[src/hdl/json_string_unescape_utf8_defines.svh]
// Assertion helpers for the string unescaper.
`ifndef JSON_STRING_UNESCAPE_UTF8_DEFINES_SVH
`define JSON_STRING_UNESCAPE_UTF8_DEFINES_SVH

// Same-cycle implication.
`define JSU_ASSERT_NOW(name, ck, rs, cond, expr) \
  name: assert property (@(posedge ck) disable iff (rs) (cond) |-> (expr)) \
    else $error("jsu: assertion failed");

// Next-cycle implication.
`define JSU_ASSERT_NEXT(name, ck, rs, cond, expr) \
  name: assert property (@(posedge ck) disable iff (rs) (cond) |=> (expr)) \
    else $error("jsu: assertion failed");

`endif

[src/hdl/jsu_pkg.sv]
`timescale 1ns / 1ps

package jsu_pkg;

  localparam int CpW       = 21;
  localparam int HeldDepth = 5;

  localparam logic [7:0] ChBackslash = 8'h5C;
  localparam logic [7:0] ChLowerU    = 8'h75;
  localparam logic [7:0] ChQuestion  = 8'h3F;
  localparam logic [7:0] ChLowerN    = 8'h6E;
  localparam logic [7:0] ChLowerR    = 8'h72;
  localparam logic [7:0] ChLowerT    = 8'h74;
  localparam logic [7:0] ChLowerB    = 8'h62;
  localparam logic [7:0] ChLowerF    = 8'h66;
  localparam logic [7:0] ChNewline   = 8'h0A;
  localparam logic [7:0] ChReturn    = 8'h0D;
  localparam logic [7:0] ChTab       = 8'h09;
  localparam logic [7:0] ChBackspace = 8'h08;
  localparam logic [7:0] ChFormFeed  = 8'h0C;

  localparam logic [15:0] SurHiMin = 16'hD800;
  localparam logic [15:0] SurHiMax = 16'hDBFF;
  localparam logic [15:0] SurLoMin = 16'hDC00;
  localparam logic [15:0] SurLoMax = 16'hDFFF;
  localparam logic [CpW-1:0] SupplBase = 21'h10000;

  localparam logic [CpW-1:0] Max1Byte = 21'h00007F;
  localparam logic [CpW-1:0] Max2Byte = 21'h0007FF;
  localparam logic [CpW-1:0] Max3Byte = 21'h00FFFF;

  localparam logic [7:0] Lead2 = 8'hC0;
  localparam logic [7:0] Lead3 = 8'hE0;
  localparam logic [7:0] Lead4 = 8'hF0;
  localparam logic [7:0] Cont  = 8'h80;

  // raw: emit value[7:0] as is; otherwise UTF-8 encode value
  typedef struct packed {
    logic           raw;
    logic [CpW-1:0] value;
  } item_t;

  typedef enum logic [1:0] {
    SRC_SLOT,
    SRC_REP,
    SRC_MARK
  } src_t;

  typedef struct packed {
    logic load;
    logic slot_step;
    logic rep_step;
    logic out_load;
    logic out_end;
    src_t src;
  } cmd_t;

  typedef struct packed {
    logic room;
    logic slot_busy;
    logic slot_more;
    logic rep_any;
    logic rep_emit;
    logic rep_more;
    logic ending;
  } sts_t;

  function automatic item_t make_raw(logic [7:0] b);
    item_t it;
    it.raw   = 1'b1;
    it.value = {13'd0, b};
    return it;
  endfunction

  function automatic item_t make_cp(logic [CpW-1:0] v);
    item_t it;
    it.raw   = 1'b0;
    it.value = v;
    return it;
  endfunction

  // byte count minus one
  function automatic logic [1:0] cp_len(item_t it);
    logic [1:0] n;
    if (it.raw || it.value <= Max1Byte) begin
      n = 2'd0;
    end else if (it.value <= Max2Byte) begin
      n = 2'd1;
    end else if (it.value <= Max3Byte) begin
      n = 2'd2;
    end else begin
      n = 2'd3;
    end
    return n;
  endfunction

  function automatic logic [7:0] cp_byte(item_t it, logic [1:0] k);
    logic [1:0]     n;
    logic [CpW-1:0] v;
    logic [7:0]     r;
    n = cp_len(it);
    v = it.value;
    r = v[7:0];
    unique case (n)
      2'd0: r = v[7:0];
      2'd1: r = (k == 2'd0) ? (Lead2 | {3'd0, v[10:6]}) : (Cont | {2'd0, v[5:0]});
      2'd2: begin
        unique case (k)
          2'd0:    r = Lead3 | {4'd0, v[15:12]};
          2'd1:    r = Cont | {2'd0, v[11:6]};
          default: r = Cont | {2'd0, v[5:0]};
        endcase
      end
      default: begin
        unique case (k)
          2'd0:    r = Lead4 | {5'd0, v[20:18]};
          2'd1:    r = Cont | {2'd0, v[17:12]};
          2'd2:    r = Cont | {2'd0, v[11:6]};
          default: r = Cont | {2'd0, v[5:0]};
        endcase
      end
    endcase
    return r;
  endfunction

  function automatic logic [7:0] esc_map(logic [7:0] c);
    logic [7:0] r;
    unique case (c)
      ChLowerN: r = ChNewline;
      ChLowerR: r = ChReturn;
      ChLowerT: r = ChTab;
      ChLowerB: r = ChBackspace;
      ChLowerF: r = ChFormFeed;
      default:  r = c;
    endcase
    return r;
  endfunction

  // {bad, digit}
  function automatic logic [4:0] hex_digit(logic [7:0] c);
    logic [4:0] r;
    if (c >= 8'h30 && c <= 8'h39) begin
      r = {1'b0, c[3:0]};
    end else if ((c >= 8'h61 && c <= 8'h66) || (c >= 8'h41 && c <= 8'h46)) begin
      r = {1'b0, c[3:0] + 4'd9};
    end else begin
      r = 5'b10000;
    end
    return r;
  endfunction

endpackage

[src/hdl/json_string_unescape_utf8.sv]
// JSON string unescaper: takes the raw body bytes of one string token, one word per byte with
// last_byte on the final one, and returns the unescaped text as UTF-8, one byte per output word,
// with string_end on the last word of the token (a word with byte_valid low if no byte is left).
// An input word occupies the block until its output words are produced; in an end-of-token replay
// each dropped \u also takes a step that emits no byte. The output side drains one byte per cycle
// through a single output register, and the next input word is taken in the cycle that produces
// the current word's final byte. Plain text therefore streams at one byte per cycle while the output
// is not stalled; a \u escape takes one cycle per input byte, its final digit one cycle per UTF-8
// byte it yields (four for a joined pair), and the final word of a token that ends inside an escape
// replays up to five held bytes from the held-byte shift line, one step per cycle.
// Output backpressure stalls the input accordingly.
`timescale 1ns / 1ps
`include "json_string_unescape_utf8_defines.svh"

module json_string_unescape_utf8 (
  input  logic       clk,
  input  logic       rst,
  input  logic       in_valid,
  output logic       in_ready,
  input  logic [7:0] in_byte,
  input  logic       last_byte,
  output logic       out_valid,
  input  logic       out_ready,
  output logic [7:0] out_byte,
  output logic       byte_valid,
  output logic       string_end
);

  jsu_pkg::cmd_t cmd;
  jsu_pkg::sts_t sts;

  jsu_ctrl u_ctrl (
    .clk      (clk),
    .rst      (rst),
    .in_valid (in_valid),
    .in_ready (in_ready),
    .sts      (sts),
    .cmd      (cmd)
  );

  jsu_datapath u_datapath (
    .clk        (clk),
    .rst        (rst),
    .in_byte    (in_byte),
    .last_byte  (last_byte),
    .out_ready  (out_ready),
    .cmd        (cmd),
    .sts        (sts),
    .out_valid  (out_valid),
    .out_byte   (out_byte),
    .byte_valid (byte_valid),
    .string_end (string_end)
  );

  `JSU_ASSERT_NOW(a_load_has_room, clk, rst, cmd.out_load, sts.room)
  `JSU_ASSERT_NOW(a_marker_ends, clk, rst, out_valid && !byte_valid, string_end)
  `JSU_ASSERT_NOW(a_silent_not_final, clk, rst, cmd.rep_step && !sts.rep_emit, sts.rep_more)
  `JSU_ASSERT_NEXT(a_replay_drained, clk, rst, cmd.rep_step && !sts.rep_more, !sts.rep_any)

endmodule

[src/hdl/jsu_ctrl.sv]
`timescale 1ns / 1ps

module jsu_ctrl (
  input  logic          clk,
  input  logic          rst,
  input  logic          in_valid,
  output logic          in_ready,
  input  jsu_pkg::sts_t sts,
  output jsu_pkg::cmd_t cmd
);

  typedef enum logic [1:0] {
    ST_WAIT,
    ST_SLOT,
    ST_REPLAY
  } state_t;

  state_t state;
  state_t state_next;
  logic   done;

  always_comb begin
    done          = 1'b0;
    cmd.load      = 1'b0;
    cmd.slot_step = 1'b0;
    cmd.rep_step  = 1'b0;
    cmd.out_load  = 1'b0;
    cmd.out_end   = 1'b0;
    cmd.src       = jsu_pkg::SRC_SLOT;
    unique case (state)
      ST_WAIT: done = 1'b1;
      ST_SLOT: begin
        if (sts.slot_busy) begin
          if (sts.room) begin
            cmd.slot_step = 1'b1;
            cmd.out_load  = 1'b1;
            cmd.out_end   = sts.ending && !sts.slot_more && !sts.rep_any;
            done          = !sts.slot_more && !sts.rep_any;
          end
        end else if (!sts.rep_any && !sts.ending) begin
          done = 1'b1;
        end
      end
      ST_REPLAY: begin
        if (sts.rep_any) begin
          if (sts.room) begin
            cmd.rep_step = 1'b1;
            cmd.out_load = sts.rep_emit;
            cmd.src      = jsu_pkg::SRC_REP;
            cmd.out_end  = sts.ending && !sts.rep_more;
            done         = !sts.rep_more;
          end
        end else if (sts.ending) begin
          // bare end marker
          if (sts.room) begin
            cmd.out_load = 1'b1;
            cmd.src      = jsu_pkg::SRC_MARK;
            cmd.out_end  = 1'b1;
            done         = 1'b1;
          end
        end else begin
          done = 1'b1;
        end
      end
      default: done = 1'b1;
    endcase
    in_ready = done;
    cmd.load = in_valid && done;
  end

  always_comb begin
    state_next = state;
    if (cmd.load) begin
      state_next = ST_SLOT;
    end else if (done) begin
      state_next = ST_WAIT;
    end else if (state == ST_SLOT &&
                 (!sts.slot_busy || (cmd.slot_step && !sts.slot_more))) begin
      state_next = ST_REPLAY;
    end
  end

  always_ff @(posedge clk) begin
    if (rst) begin
      state <= ST_WAIT;
    end else begin
      state <= state_next;
    end
  end

endmodule

[src/hdl/jsu_datapath.sv]
`timescale 1ns / 1ps

module jsu_datapath (
  input  logic          clk,
  input  logic          rst,
  input  logic [7:0]    in_byte,
  input  logic          last_byte,
  input  logic          out_ready,
  input  jsu_pkg::cmd_t cmd,
  output jsu_pkg::sts_t sts,
  output logic          out_valid,
  output logic [7:0]    out_byte,
  output logic          byte_valid,
  output logic          string_end
);

  typedef enum logic [1:0] {
    PH_IDLE,
    PH_ESC,
    PH_HEX,
    PH_PAIR
  } phase_t;

  // decoder state
  phase_t      phase;
  logic [15:0] accum;
  logic        hinv;
  logic [9:0]  hs;
  logic [2:0]  hcnt;
  logic [jsu_pkg::HeldDepth*8-1:0] held_vec;

  phase_t      phase_next;
  logic [15:0] accum_next;
  logic        hinv_next;
  logic [9:0]  hs_next;
  logic [2:0]  hcnt_next;
  logic        held_we;

  // per-word output list
  jsu_pkg::item_t slot_a, slot_b, slot_c;
  logic [2:0]     mask;
  logic [1:0]     bidx;
  logic [2:0]     rep_cnt;
  logic           ending;

  jsu_pkg::item_t a_item, b_item, c_item;
  logic           a_v, b_v, c_v;
  logic [2:0]     rep_load;

  // decode helpers
  logic [4:0]     dig;
  logic [15:0]    acc_val;
  logic           inv_val;
  logic           set_pair;
  logic           lo_ok;
  jsu_pkg::item_t set_item, high_item, pair_item, esc_item, raw_item;
  logic           esc_u;
  logic           idle_esc;

  assign dig       = jsu_pkg::hex_digit(in_byte);
  assign acc_val   = dig[4] ? accum : {accum[11:0], dig[3:0]};
  assign inv_val   = hinv | dig[4];
  assign set_pair  = !inv_val && acc_val >= jsu_pkg::SurHiMin && acc_val <= jsu_pkg::SurHiMax;
  assign lo_ok     = !inv_val && acc_val >= jsu_pkg::SurLoMin && acc_val <= jsu_pkg::SurLoMax;
  assign set_item  = inv_val ? jsu_pkg::make_raw(jsu_pkg::ChQuestion)
                             : jsu_pkg::make_cp({5'd0, acc_val});
  assign high_item = jsu_pkg::make_cp({5'd0, jsu_pkg::SurHiMin[15:10], hs});
  assign pair_item = jsu_pkg::make_cp(jsu_pkg::SupplBase + {1'b0, hs, acc_val[9:0]});
  assign esc_u     = in_byte == jsu_pkg::ChLowerU;
  assign esc_item  = jsu_pkg::make_raw(jsu_pkg::esc_map(in_byte));
  assign raw_item  = jsu_pkg::make_raw(in_byte);
  assign idle_esc  = in_byte == jsu_pkg::ChBackslash && !last_byte;

  always_comb begin
    phase_next = phase;
    accum_next = accum;
    hinv_next  = hinv;
    hs_next    = hs;
    hcnt_next  = hcnt;
    held_we    = 1'b0;
    a_v        = 1'b0;
    a_item     = raw_item;
    b_v        = 1'b0;
    b_item     = raw_item;
    unique case (phase)
      PH_IDLE: begin
        phase_next = idle_esc ? PH_ESC : PH_IDLE;
        a_v        = !idle_esc;
      end
      PH_ESC: begin
        if (esc_u) begin
          phase_next = PH_HEX;
          hcnt_next  = 3'd0;
          accum_next = 16'd0;
          hinv_next  = 1'b0;
        end else begin
          phase_next = PH_IDLE;
          a_v        = 1'b1;
          a_item     = esc_item;
        end
      end
      PH_HEX: begin
        accum_next = acc_val;
        hinv_next  = inv_val;
        if (hcnt < 3'd3) begin
          held_we   = 1'b1;
          hcnt_next = hcnt + 3'd1;
        end else begin
          hcnt_next = 3'd0;
          if (set_pair) begin
            phase_next = PH_PAIR;
            hs_next    = acc_val[9:0];
            accum_next = 16'd0;
            hinv_next  = 1'b0;
          end else begin
            phase_next = PH_IDLE;
            a_v        = 1'b1;
            a_item     = set_item;
          end
        end
      end
      PH_PAIR: begin
        if (hcnt == 3'd0 && in_byte != jsu_pkg::ChBackslash) begin
          // no escape follows the high surrogate
          phase_next = PH_IDLE;
          a_v        = 1'b1;
          a_item     = high_item;
          b_v        = 1'b1;
        end else if (hcnt == 3'd1 && !esc_u) begin
          phase_next = PH_IDLE;
          hcnt_next  = 3'd0;
          a_v        = 1'b1;
          a_item     = high_item;
          b_v        = 1'b1;
          b_item     = esc_item;
        end else if (hcnt < 3'd5) begin
          if (hcnt >= 3'd2) begin
            accum_next = acc_val;
            hinv_next  = inv_val;
          end
          held_we   = 1'b1;
          hcnt_next = hcnt + 3'd1;
        end else begin
          accum_next = acc_val;
          hinv_next  = inv_val;
          hcnt_next  = 3'd0;
          a_v        = 1'b1;
          if (lo_ok) begin
            phase_next = PH_IDLE;
            a_item     = pair_item;
          end else begin
            a_item = high_item;
            if (set_pair) begin
              phase_next = PH_PAIR;
              hs_next    = acc_val[9:0];
              accum_next = 16'd0;
              hinv_next  = 1'b0;
            end else begin
              phase_next = PH_IDLE;
              b_v        = 1'b1;
              b_item     = set_item;
            end
          end
        end
      end
    endcase
  end

  // end-of-string tail
  always_comb begin
    c_v      = 1'b0;
    c_item   = jsu_pkg::make_raw(jsu_pkg::ChBackslash);
    rep_load = 3'd0;
    if (last_byte) begin
      if (phase_next == PH_PAIR) begin
        c_v      = 1'b1;
        c_item   = jsu_pkg::make_cp({5'd0, jsu_pkg::SurHiMin[15:10], hs_next});
        rep_load = hcnt_next;
      end else if (phase_next == PH_HEX) begin
        rep_load = hcnt_next;
      end else if (phase_next == PH_ESC) begin
        c_v = 1'b1;
      end
    end
  end

  // slot sequencing
  jsu_pkg::item_t cur_item;
  logic [2:0]     cur_hot;
  logic [1:0]     cur_len;

  always_comb begin
    priority if (mask[0]) begin
      cur_item = slot_a;
      cur_hot  = 3'b001;
    end else if (mask[1]) begin
      cur_item = slot_b;
      cur_hot  = 3'b010;
    end else begin
      cur_item = slot_c;
      cur_hot  = 3'b100;
    end
  end

  assign cur_len = jsu_pkg::cp_len(cur_item);

  // replay over held bytes, consumed from the bottom
  logic [7:0] h0, h1, h2, h3, h4;
  logic       p01, p12, p23, p34;
  logic       tok2;
  logic [2:0] rem_after;
  logic       empty_now;
  logic       empty_after;
  logic [7:0] rep_byte;

  assign h0 = held_vec[7:0];
  assign h1 = held_vec[15:8];
  assign h2 = held_vec[23:16];
  assign h3 = held_vec[31:24];
  assign h4 = held_vec[39:32];

  assign p01 = h0 == jsu_pkg::ChBackslash && h1 == jsu_pkg::ChLowerU;
  assign p12 = h1 == jsu_pkg::ChBackslash && h2 == jsu_pkg::ChLowerU;
  assign p23 = h2 == jsu_pkg::ChBackslash && h3 == jsu_pkg::ChLowerU;
  assign p34 = h3 == jsu_pkg::ChBackslash && h4 == jsu_pkg::ChLowerU;

  assign tok2      = h0 == jsu_pkg::ChBackslash && rep_cnt >= 3'd2;
  assign rem_after = rep_cnt - (tok2 ? 3'd2 : 3'd1);
  assign empty_now = rep_cnt == 3'd0 || (rep_cnt == 3'd2 && p01) ||
                     (rep_cnt == 3'd4 && p01 && p23);
  assign empty_after = tok2 ? (rem_after == 3'd0 || (rem_after == 3'd2 && p23))
                            : (rem_after == 3'd0 || (rem_after == 3'd2 && p12) ||
                               (rem_after == 3'd4 && p12 && p34));
  assign rep_byte = tok2 ? jsu_pkg::esc_map(h1) : h0;

  assign sts.room      = !out_valid || out_ready;
  assign sts.slot_busy = mask != 3'd0;
  assign sts.slot_more = bidx != cur_len || (mask & ~cur_hot) != 3'd0;
  assign sts.rep_any   = !empty_now;
  assign sts.rep_emit  = !tok2 || h1 != jsu_pkg::ChLowerU;
  assign sts.rep_more  = !empty_after;
  assign sts.ending    = ending;

  always_ff @(posedge clk) begin
    if (rst) begin
      phase     <= PH_IDLE;
      accum     <= 16'd0;
      hinv      <= 1'b0;
      hs        <= 10'd0;
      hcnt      <= 3'd0;
      mask      <= 3'd0;
      bidx      <= 2'd0;
      rep_cnt   <= 3'd0;
      ending    <= 1'b0;
      out_valid <= 1'b0;
    end else begin
      if (cmd.load) begin
        if (last_byte) begin
          phase <= PH_IDLE;
          accum <= 16'd0;
          hinv  <= 1'b0;
          hs    <= 10'd0;
          hcnt  <= 3'd0;
        end else begin
          phase <= phase_next;
          accum <= accum_next;
          hinv  <= hinv_next;
          hs    <= hs_next;
          hcnt  <= hcnt_next;
        end
        mask    <= {c_v, b_v, a_v};
        bidx    <= 2'd0;
        rep_cnt <= rep_load;
        ending  <= last_byte;
      end else begin
        if (cmd.slot_step) begin
          if (bidx == cur_len) begin
            mask <= mask & ~cur_hot;
            bidx <= 2'd0;
          end else begin
            bidx <= bidx + 2'd1;
          end
        end
        if (cmd.rep_step) begin
          rep_cnt <= rem_after;
        end
      end
      if (cmd.out_load) begin
        out_valid <= 1'b1;
      end else if (out_ready) begin
        out_valid <= 1'b0;
      end
    end
  end

  always_ff @(posedge clk) begin
    if (cmd.load) begin
      slot_a <= a_item;
      slot_b <= b_item;
      slot_c <= c_item;
    end
    if (cmd.load && held_we) begin
      held_vec[{hcnt, 3'b000} +: 8] <= in_byte;
    end else if (cmd.rep_step) begin
      held_vec <= tok2 ? (held_vec >> 16) : (held_vec >> 8);
    end
    if (cmd.out_load) begin
      unique case (cmd.src)
        jsu_pkg::SRC_SLOT: out_byte <= jsu_pkg::cp_byte(cur_item, bidx);
        jsu_pkg::SRC_REP:  out_byte <= rep_byte;
        default:           out_byte <= 8'd0;
      endcase
      byte_valid <= cmd.src != jsu_pkg::SRC_MARK;
      string_end <= cmd.out_end;
    end
  end

endmodule

[config.mk]
export PLATFORM = sky130hd
export DESIGN_NAME = json_string_unescape_utf8
export DESIGN_NICKNAME = d
export VERILOG_FILES = /design/src/hdl/jsu_pkg.sv /design/src/hdl/json_string_unescape_utf8.sv /design/src/hdl/jsu_ctrl.sv /design/src/hdl/jsu_datapath.sv
export VERILOG_INCLUDE_DIRS = /design/src /design/src/hdl
export SDC_FILE = /design/constraint.sdc
export NUM_CORES = 1
export LEC_CHECK = 0
export BUFFER_PORTS_ARGS = -buffer_cell sky130_fd_sc_hd__buf_2
export CAP_MARGIN = 10
export CORE_MARGIN = 2
export CORE_UTILIZATION = 60
export CTS_CLUSTER_SIZE = 16
export DETAILED_ROUTE_END_ITERATION = 12
export PLACE_DENSITY_LB_ADDON = 0.08
export SYNTH_ARGS = -nofsm -noshare
export SYNTH_HDL_FRONTEND = slang
export SYNTH_SLANG_ARGS = --single-unit
[constraint.sdc]
create_clock -name clk -period 4.7 [get_ports clk]
set_clock_uncertainty 0.05 [all_clocks]
set_input_delay 0 -clock clk [delete_from_list [all_inputs] [get_ports clk]]
set_output_delay 0 -clock clk [all_outputs]
set_load 0.01 [all_outputs]
==> metrics.yaml <==
pwr:
  power_switching_uw: 813
  clock_power_share: 0.430
  p_total_mw: 3.01
  combPwrFrac: 0.102
  p_per_area_mw_per_mm2: 290
  vdd_drop_max_v: 0.000241
  p_sw_frac: 0.270
  p_leak_nw: 3.69
  intPower_mw: 2.19
  p_seq_frac: 0.468
final_layout:
  regArea_mm2: 0.00389
  fin_nets: 1101
  area_growth_pct: 9.14
  layout-drive-gt1-share: 0.116
  diodes: 0
  fillers: 1361
  final_area_mm2: 0.0104
  multiInputGateArea_mm2: 0.00513
  fin_cells: 1294
detailed_routing:
  dr_total_vias: 8479
  drt-pass1-iter-count: 6
  drt_iter0_markers: 1169
  ant_nets: 0
  drt-wirelength-per-cell_um: 21.1
  route.detailed.drc: 0
  vias_per_cell: 6.55
  wirelength_mm: 27.3
synth:
  yosysWarnings: 0
  yosysMostFrequentCell: "a21oi_1"
  seq_area_frac_synth: 0.410
  syn_nets: 1102
  yosys-top-cells-count: "a21oi_1 (134), edfxtp_1 (101), nand2_1 (101), nor2_1 (101), o21ai_0 (75)"
  async_flop_share: 0
  synth-edff-count: 101
  synth.largest_area_cell: "edfxtp_1"
  synthCells: 1066
  netlist.area_leader.share: 0.319
  netlist_top_cells_area: "edfxtp_1 (32%), dfxtp_1 (9.1%), a21oi_1 (7.1%)"
  ys_types: 93
  netlist_area_mm2: 0.00950
  synth.avg_cell_area_um2: 8.91
  synth-seq-cells: 144
  synth_ff_type: "edfxtp_1"
run_status:
  status: "finished, final reports clean"
critical_path:
  startpoint_type: "flip-flop"
  r2r_setup_slack_ns: 0.73
  critPathMaxStageDelay_ns: 0.46
  worstSetupPathType: "flip-flop to flip-flop"
  cp-end-kind: "flip-flop"
  arrival_ns: 4.05
  slowest_stage: "fa_1"
  r2r-start: "u_datapath.held_vec[0]"
  required_ns: 4.78
  cp_max_fo: 77
  crit_top_cell: "nor2_1"
  ff2ff_path_depth: 17
  startpoint: "u_datapath.held_vec[0]"
  cp_cell_sequence: "nor4bb_1 > nand2_1 > nor2_1 > inv_2 > ha_1 > inv_1 > fa_1 > nor2_1 > nand4_1 > nor3_1 > o2111ai_1 > a21o_1 > nand2b_1 > o311ai_4 > buf_12 > o21ai_0 > buf_4"
worst_hold_path:
  hold_class: "primary input to flip-flop"
  hold_depth: 3
  min_from: "rst"
timing:
  worst_pin_slew_ns: 1.04
  hold_viol: 0
  slew_headroom: 0.299
  rsz0062_at_grt: "false"
  period_share: 0.844
  layout_min_cycle_time_ns: 3.97
  setup_tns_ns: 0
  max_freq_mhz: 252
  setup_violations: 0
  drv_slew: 0
global_route:
  grtUsageTotal: 0.332
  grt_max_degree: 78
  overflow: 0
  grt_pass1_wl_mm: 42.5
  antenna_found_initial: 0
  first_global_vias: 7526
die:
  fp.coreArea_mm2: 0.0157
  die_w_um: 130
  ios: 25
  die_height_um: 130
  start_util: 0.607
  rows: 46
  dieArea_mm2: 0.0169
place:
  dp.cells: 1260
  place_congestion: 1.04
  io_buffers: 24
  dp_hpwl_mm: 20.1
  postPlaceCellArea_mm2: 0.00978
clock_network:
  path_clk_slew_ns: 0.07
  cts_tree: "yes"
  numCtsBuffers: 17
  ctsLongestPathBuffers: 2
  cts_resized: 0
  htree_num_levels: 4
  cts-root-buf: "clkbuf_16"
  clkLatencyLatePin_ns: 0.43
  cts_sinks: 144
run:
  maxCapViolCount: 0
## state kept, by name, summed over array words and instances, names as in the netlist, 2 cells and up
register	count
u_datapath.hcnt	3
u_datapath.hs	10
u_datapath.held_vec	40
u_datapath.out_byte	8
u_datapath.phase	2
u_datapath.rep_cnt	3
u_datapath.bidx	2
u_datapath.accum	15
u_datapath.mask	3
u_ctrl.state	2
u_datapath.slot_c	12
u_datapath.slot_b	17
u_datapath.slot_a	22
## worst max-delay path, delay by kind of cell, from the launching register on
| family | cells | cell delay [ns] |
|---|---|---|
| buf+inv | 4 | 0.60 |
| compound gates | 4 | 0.75 |
| fa+ha+maj | 2 | 0.63 |
| simple gates | 7 | 1.24 |
| flops | 1 | 0.38 |
## stage by stage
step                setup WS, ns  utilization  hold WS (ns)
floorplan                  0.549            -         0.180
global placement           0.919        0.625         0.359
detailed placement         0.838        0.625         0.355
CTS                        0.768        0.662       0.00965
global route               0.441        0.662        0.0268
finish                     0.732        0.662        0.0197
## what timing repair did
item                      4_1_cts  5_1_grt
setup buffers                   0        0
hold endpoints to repair        2        0
hold buffers                    2        0
## layout make-up
cell class	count	share of cell area
multi-input combinational	810	0.495
timing repair buffer	52	0.0347
sequential	144	0.375
tap	216	0.0261
clock inverter	15	0.0138
clock buffer	17	0.0410
inverter	40	0.0145
## kinds of logic (layout without fill, tap and decap cells)
family          count (synthesis)  count (layout)  synth area share
compound gates                364             364             0.257
fa+ha+maj                      23              23            0.0311
xor+xnor                        5               5           0.00461
mux                            50              50            0.0529
simple gates                  368             368             0.194
flops                         144             144             0.410
buf+inv                       112             124            0.0506
## layout by cell type, fill, tap and decap left out, drive strengths merged, types with 12 or more instances in the layout
master  count
nand2     102
clkbuf     17
ha         22
o22ai      14
inv        49
buf        50
mux2i      48
nor2      101
dfxtp      43
edfxtp    101
nand3      37
o21ai      78
nor3       27
nand2b     12
a21oi     135
## power groups by stage
stage | Combinational, mW | Clock [mW] | Sequential [mW]
4_1_cts | 0.301 | 1.30 | 1.41
3_3_place_gp | 0.298 | 0 | 1.43
5_1_grt | 0.330 | 1.35 | 1.41
2_1_floorplan | 0.209 | 0 | 1.43
3_5_place_dp | 0.298 | 0 | 1.43
6_report | 0.307 | 1.29 | 1.41
## path summary, 6_finish.rpt
check,to
max reg2reg,u_datapath.held_vec[8]
min,u_datapath.hs[1]
min reg2reg,u_datapath.accum[14]
max,u_datapath.held_vec[8]
## layer usage
| layer | part of all wire | global-route usage |
|---|---|---|
| met4 | 0.031 | 0.116 |
| met5 | 0 | 0 |
| met2 | 0.43 | 0.483 |
| met1 | 0.45 | 0.497 |
| met3 | 0.090 | 0.0623 |
No activity file was read; power rests on OpenSTA's default activity.
